==> src/design/assert_macros.svh <==
// Assertion macros used by radial_profile_binning.sv.
`ifndef ASSERT_MACROS_SVH
`define ASSERT_MACROS_SVH

// An implication that must hold at every clock edge outside reset.
`define ASSERT_IMPLIES(label, clk, rst_n, ante, cons) \
    label: assert property (@(posedge clk) disable iff (!rst_n) (ante) |-> (cons)) \
        else $error("assertion failed");

// An implication whose consequence must hold in the cycle after the antecedent.
`define ASSERT_NEXT(label, clk, rst_n, ante, cons) \
    label: assert property (@(posedge clk) disable iff (!rst_n) (ante) |=> (cons)) \
        else $error("assertion failed");

`endif

==> src/design/rpb_ram.sv <==
// ----------------------------------------------------------------------------
// Generic simple dual-port RAM
// One write port and one read port with a registered read.
// ----------------------------------------------------------------------------
module rpb_ram #(
    parameter int WIDTH = 8,
    parameter int DEPTH = 16
) (
    input  logic                     clk,
    input  logic                     wr_en,
    input  logic [$clog2(DEPTH)-1:0] wr_addr,
    input  logic [WIDTH-1:0]         wr_data,
    input  logic                     rd_en,
    input  logic [$clog2(DEPTH)-1:0] rd_addr,
    output logic [WIDTH-1:0]         rd_data
);
    logic [WIDTH-1:0] mem_reg [DEPTH];

    always_ff @(posedge clk)
    begin
        if (wr_en)
        begin
            mem_reg[wr_addr] <= wr_data;
        end
        if (rd_en)
        begin
            rd_data <= mem_reg[rd_addr];
        end
    end
endmodule

==> config.mk <==
export PLATFORM = sky130hd
export DESIGN_NAME = rpb_ram
export DESIGN_NICKNAME = d
export VERILOG_FILES = /design/src/design/assert_macros.svh /design/src/design/rpb_ram.sv
export SDC_FILE = /design/constraint.sdc
export NUM_CORES = 1
export LEC_CHECK = 0
export BUFFER_PORTS_ARGS = -buffer_cell sky130_fd_sc_hd__buf_2
export CELL_PAD_IN_SITES_DETAIL_PLACEMENT = 0
export CELL_PAD_IN_SITES_GLOBAL_PLACEMENT = 2
export CORE_MARGIN = 5
export CORE_UTILIZATION = 35
export CTS_CLUSTER_SIZE = 10
export DETAILED_ROUTE_END_ITERATION = 6
export PLACE_DENSITY = 0.6
export SYNTH_ARGS = -nofsm -noshare
export SYNTH_HDL_FRONTEND = slang
export SYNTH_SLANG_ARGS = --single-unit
export TNS_END_PERCENT = 50
==> constraint.sdc <==
create_clock -name clk -period 2.65 [get_ports clk]
set_input_delay 0.53 -clock clk [delete_from_list [all_inputs] [get_ports clk]]
set_output_delay 0.53 -clock clk [all_outputs]
set_load 0.01 [all_outputs]
; ---- Yosys cells after proc, flatten, opt, wreduce, memory -nomap -nowiden
; Memory sizes are Yosys's and may differ from the RTL's. A register that Yosys moved wholly into a read port is not among the register bits.
; Index checks and enable logic that the tools add are counted.
[totals]
ff_bits = 0
mem_bits_rw = 128
input_bits = 19
wordCells = 3
mem_count = 1
[mem_list]
columns = memory, words, word_bits, rd, rd_ports_with_merged_regs, write_ports, line
row1 = mem_reg, 16, 8, 1, 1, 1, rpb_ram.sv:17  ; logic [WIDTH-1:0] mem_reg [DEPTH];
[classes]
muxes = 2
[ops]
columns = op, count
row1 = 1-bit two-way mux, 2

; ---- Longest topological paths before layout
[logic_depth]
word_depth = 2
mapped_depth = 5
ltp_nobuf = 3

; ---- Worst setup path after synthesis
; Ideal clock, no wire load.
[synth_path]
path_type = in2reg
start = input port wr_addr[2]
end = memory mem_reg[0][0], enable pin
t_arrival_ns = 1.640
required_time_ns = 2.267
path_slack_ns = 0.627
path_stages = 2
path_buffers = 0
cell_sequence = or3b_2 nor3_1
[synth_lines]
columns = element, line
row1 = from (decl), rpb_ram.sv:11  ; input logic [$clog2(DEPTH)-1:0] wr_addr,
row2 = to (decl), rpb_ram.sv:17
; No word-level cell before the write port.

==> impl_metrics.env <==
export IMPL_status="finished, final reports clean"
export IMPL_grt_overflow_total=0
export IMPL_p_leak_nw=2.09
export IMPL_final_area_sq_mm=0.00623
export IMPL_async_flop_share_pct=0
export IMPL_hpwl_mm=6.72
export IMPL_cts_root_buf="clkbuf_16"
export IMPL_port_buffers=26
export IMPL_nets=303
export IMPL_synth_avg_cell_area_sq_um=22.8
export IMPL_nFillCells=1282
export IMPL_top_layer="met4"
export IMPL_num_vias=2427
export IMPL_ys_top_cells_by_area="edfxtp_1 (78%), mux4_2 (7.8%), mux4_1 (7.0%), a22oi_1 (2.3%), nor2_1 (0.93%)"
export IMPL_start_util_pct=35.8
export IMPL_synth_most_common_cell="edfxtp_1"
export IMPL_largest_reg_flops=128
export IMPL_met2_length_mm=5.38
export IMPL_multiInputGateArea_sq_mm=0.00106
export IMPL_vias_per_cell=5.06
export IMPL_hold_buffers=0
export IMPL_fin_util_pct=42.7
export IMPL_worstSetupEndpointType="flip-flop"
export IMPL_cp_data_arrival_time_ns=1.88
export IMPL_cp_required_ns=2.79
export IMPL_numCtsBuffers=17
export IMPL_clk_insertion_delay_late_ns=0.40
export IMPL_cp_max_fo=32
export IMPL_period_share_pct=65.9
export IMPL_die_w_um=132
export IMPL_synthCells=229
export IMPL_antenna_found_initial=0
export IMPL_postRouteAntennaNets=0
export IMPL_cts_setup_buffers=0
export IMPL_fin_skew_ns=0.00734
export IMPL_wirelength_mm=10.7
export IMPL_grt_pass1_vias=2568
export IMPL_cp_start_kind="input pin"
export IMPL_drtIter0Drc=183
export IMPL_placedCellCount=449
export IMPL_cts_htree_levels=4
export IMPL_grt_util_all_layers_pct=12.8
export IMPL_hp_class="input pin to flip-flop"
export IMPL_pwr_density_cell_mw_per_mm2=788
export IMPL_ir_drop_mv=0.445
export IMPL_cts_tree="done"
export IMPL_seq_area_sq_mm=0.00408
export IMPL_ys_flop_type="edfxtp_1"
export IMPL_drv_cap=0
export IMPL_dpl_instance_area_sq_mm=0.00566
export IMPL_fin_tns_setup_ns=0
export IMPL_core_region_area_sq_mm=0.0146
export IMPL_ys_seq_area_share_pct=78.1
export IMPL_synth_top_cell_by_area="edfxtp_1"
export IMPL_clk_pin_slew_ns=0.05
export IMPL_ys_seq_elements=136
export IMPL_diodes=0
export IMPL_cts_path_max_buffers=2
export IMPL_cts_resized=0
export IMPL_rsz0062_at_grt="no"
export IMPL_cts_sinks=136
export IMPL_syn2layout_area_growth_pct=19.2
export IMPL_tightest_slew_ns=0.812
export IMPL_fmax_ghz=0.572
export IMPL_drc=0
export IMPL_fp_row_count=44
export IMPL_post_drt_wl_per_cell_um=22.3
export IMPL_synth_top_cells_by_count="edfxtp_1 (136), mux4_2 (18), a22oi_1 (16)"
export IMPL_io_pins=27
export IMPL_synth_edf_count=136
export IMPL_whs_ns=0.512
export IMPL_layout_drive_gt1_share_pct=30.1
export IMPL_yosys_warnings=0
export IMPL_synth_nets=248
export IMPL_yosysUniqueCellTypes=18
export IMPL_fin_crit_ns=1.75
export IMPL_slew_viol_final=0
export IMPL_place_congestion=0.701
export IMPL_syn_cell_area_sq_mm=0.00523
export IMPL_path_class="input pin to flip-flop"
export IMPL_route_met3_wl_um=419
export IMPL_max_slew_margin_pct=45.7
export IMPL_grt_max_degree=33
export IMPL_dieArea_sq_mm=0.0175
export IMPL_first_pass_iters=4
export IMPL_setup_viol=0
export IMPL_grt_pass1_wl_mm=16.2
export IMPL_fin_cells=480
export IMPL_die_height_um=132
export IMPL_yosysTopAreaCellShare_pct=78.1
export IMPL_hold_viol=0
export IMPL_drt_met1_wl_mm=4.79
[per-layer routing]
| layer | vias to the layer above | GRT usage [%] |
|---|---|---|
| met5 | - | 0 |
| met4 | 0 | 5.09 |
| met3 | 10 | 3.17 |
| met2 | 49 | 20.1 |
| met1 | 1273 | 17.2 |
| li1 | 1095 | - |
[path summary, 6_finish.rpt]
kind | from | endpoint | slack [ns] | cells after the start
setup / recovery | rd_addr[0] | rd_data[1]$_DFFE_PP_ | 0.90 | 5
hold reg to reg | mem_reg[15][2]$_DFFE_PP_ | rd_data[2]$_DFFE_PP_ | 0.75 | 3
setup reg to reg | mem_reg[9][1]$_DFFE_PP_ | rd_data[1]$_DFFE_PP_ | 1.11 | 3
hold / removal | wr_data[4] | mem_reg[4][4]$_DFFE_PP_ | 0.51 | 1
[where the power goes]
group | internal (mW) | switching, mW
Sequential | 2.43 | 0.0125
Clock | 1.45 | 0.797
Combinational | 0.0935 | 0.132
Total | 3.97 | 0.942
[area by class of cell]
cell class                      instances  share of cell area [%]
Sequential cell                       136                    65.5
Multi-Input combinational cell         83                    17.0
Clock buffer                           19                    6.95
Timing Repair Buffer                   46                    4.70
Tap cell                              184                    3.69
Clock inverter                         12                    2.15
[cells by family (layout without fill, tap and decap cells)]
family	Yosys count	in the layout	synth area share, %
DFF	136	136	78.1
and+or+nand+nor	35	35	3.14
muxes	32	32	14.8
AOI/OAI and AO/OA	16	16	2.30
buffers and inverters	10	77	1.65
[critical path, cell delays in order]
cell and delay [ns]:
buf_2 0.10, buf_12 0.25, mux4_1 0.58, a22oi_1 0.31
nand2_1 0.10
[layout by cell type, fill, tap and decap left out, types with 3 or more instances in the layout]
master     instances
a22oi_1           16
buf_2             26
buf_4             19
bufinv_16          3
clkbuf_16         17
clkinv_1           5
edfxtp_1         136
mux4_1            14
mux4_2            18
nand2_1            9
nor2_1            13
nor3_1             4
[per-stage QoR]
step | total power, mW | setup WS (ns)
6_report | 4.91 | 0.903
5_1_grt | 5.08 | 0.780
4_1_cts | 4.97 | 0.869
3_5_place_dp | 2.71 | 0.435
3_3_place_gp | 2.71 | 0.439
2_1_floorplan | 2.61 | 0.627
No activity file was read; power rests on OpenSTA's default activity.
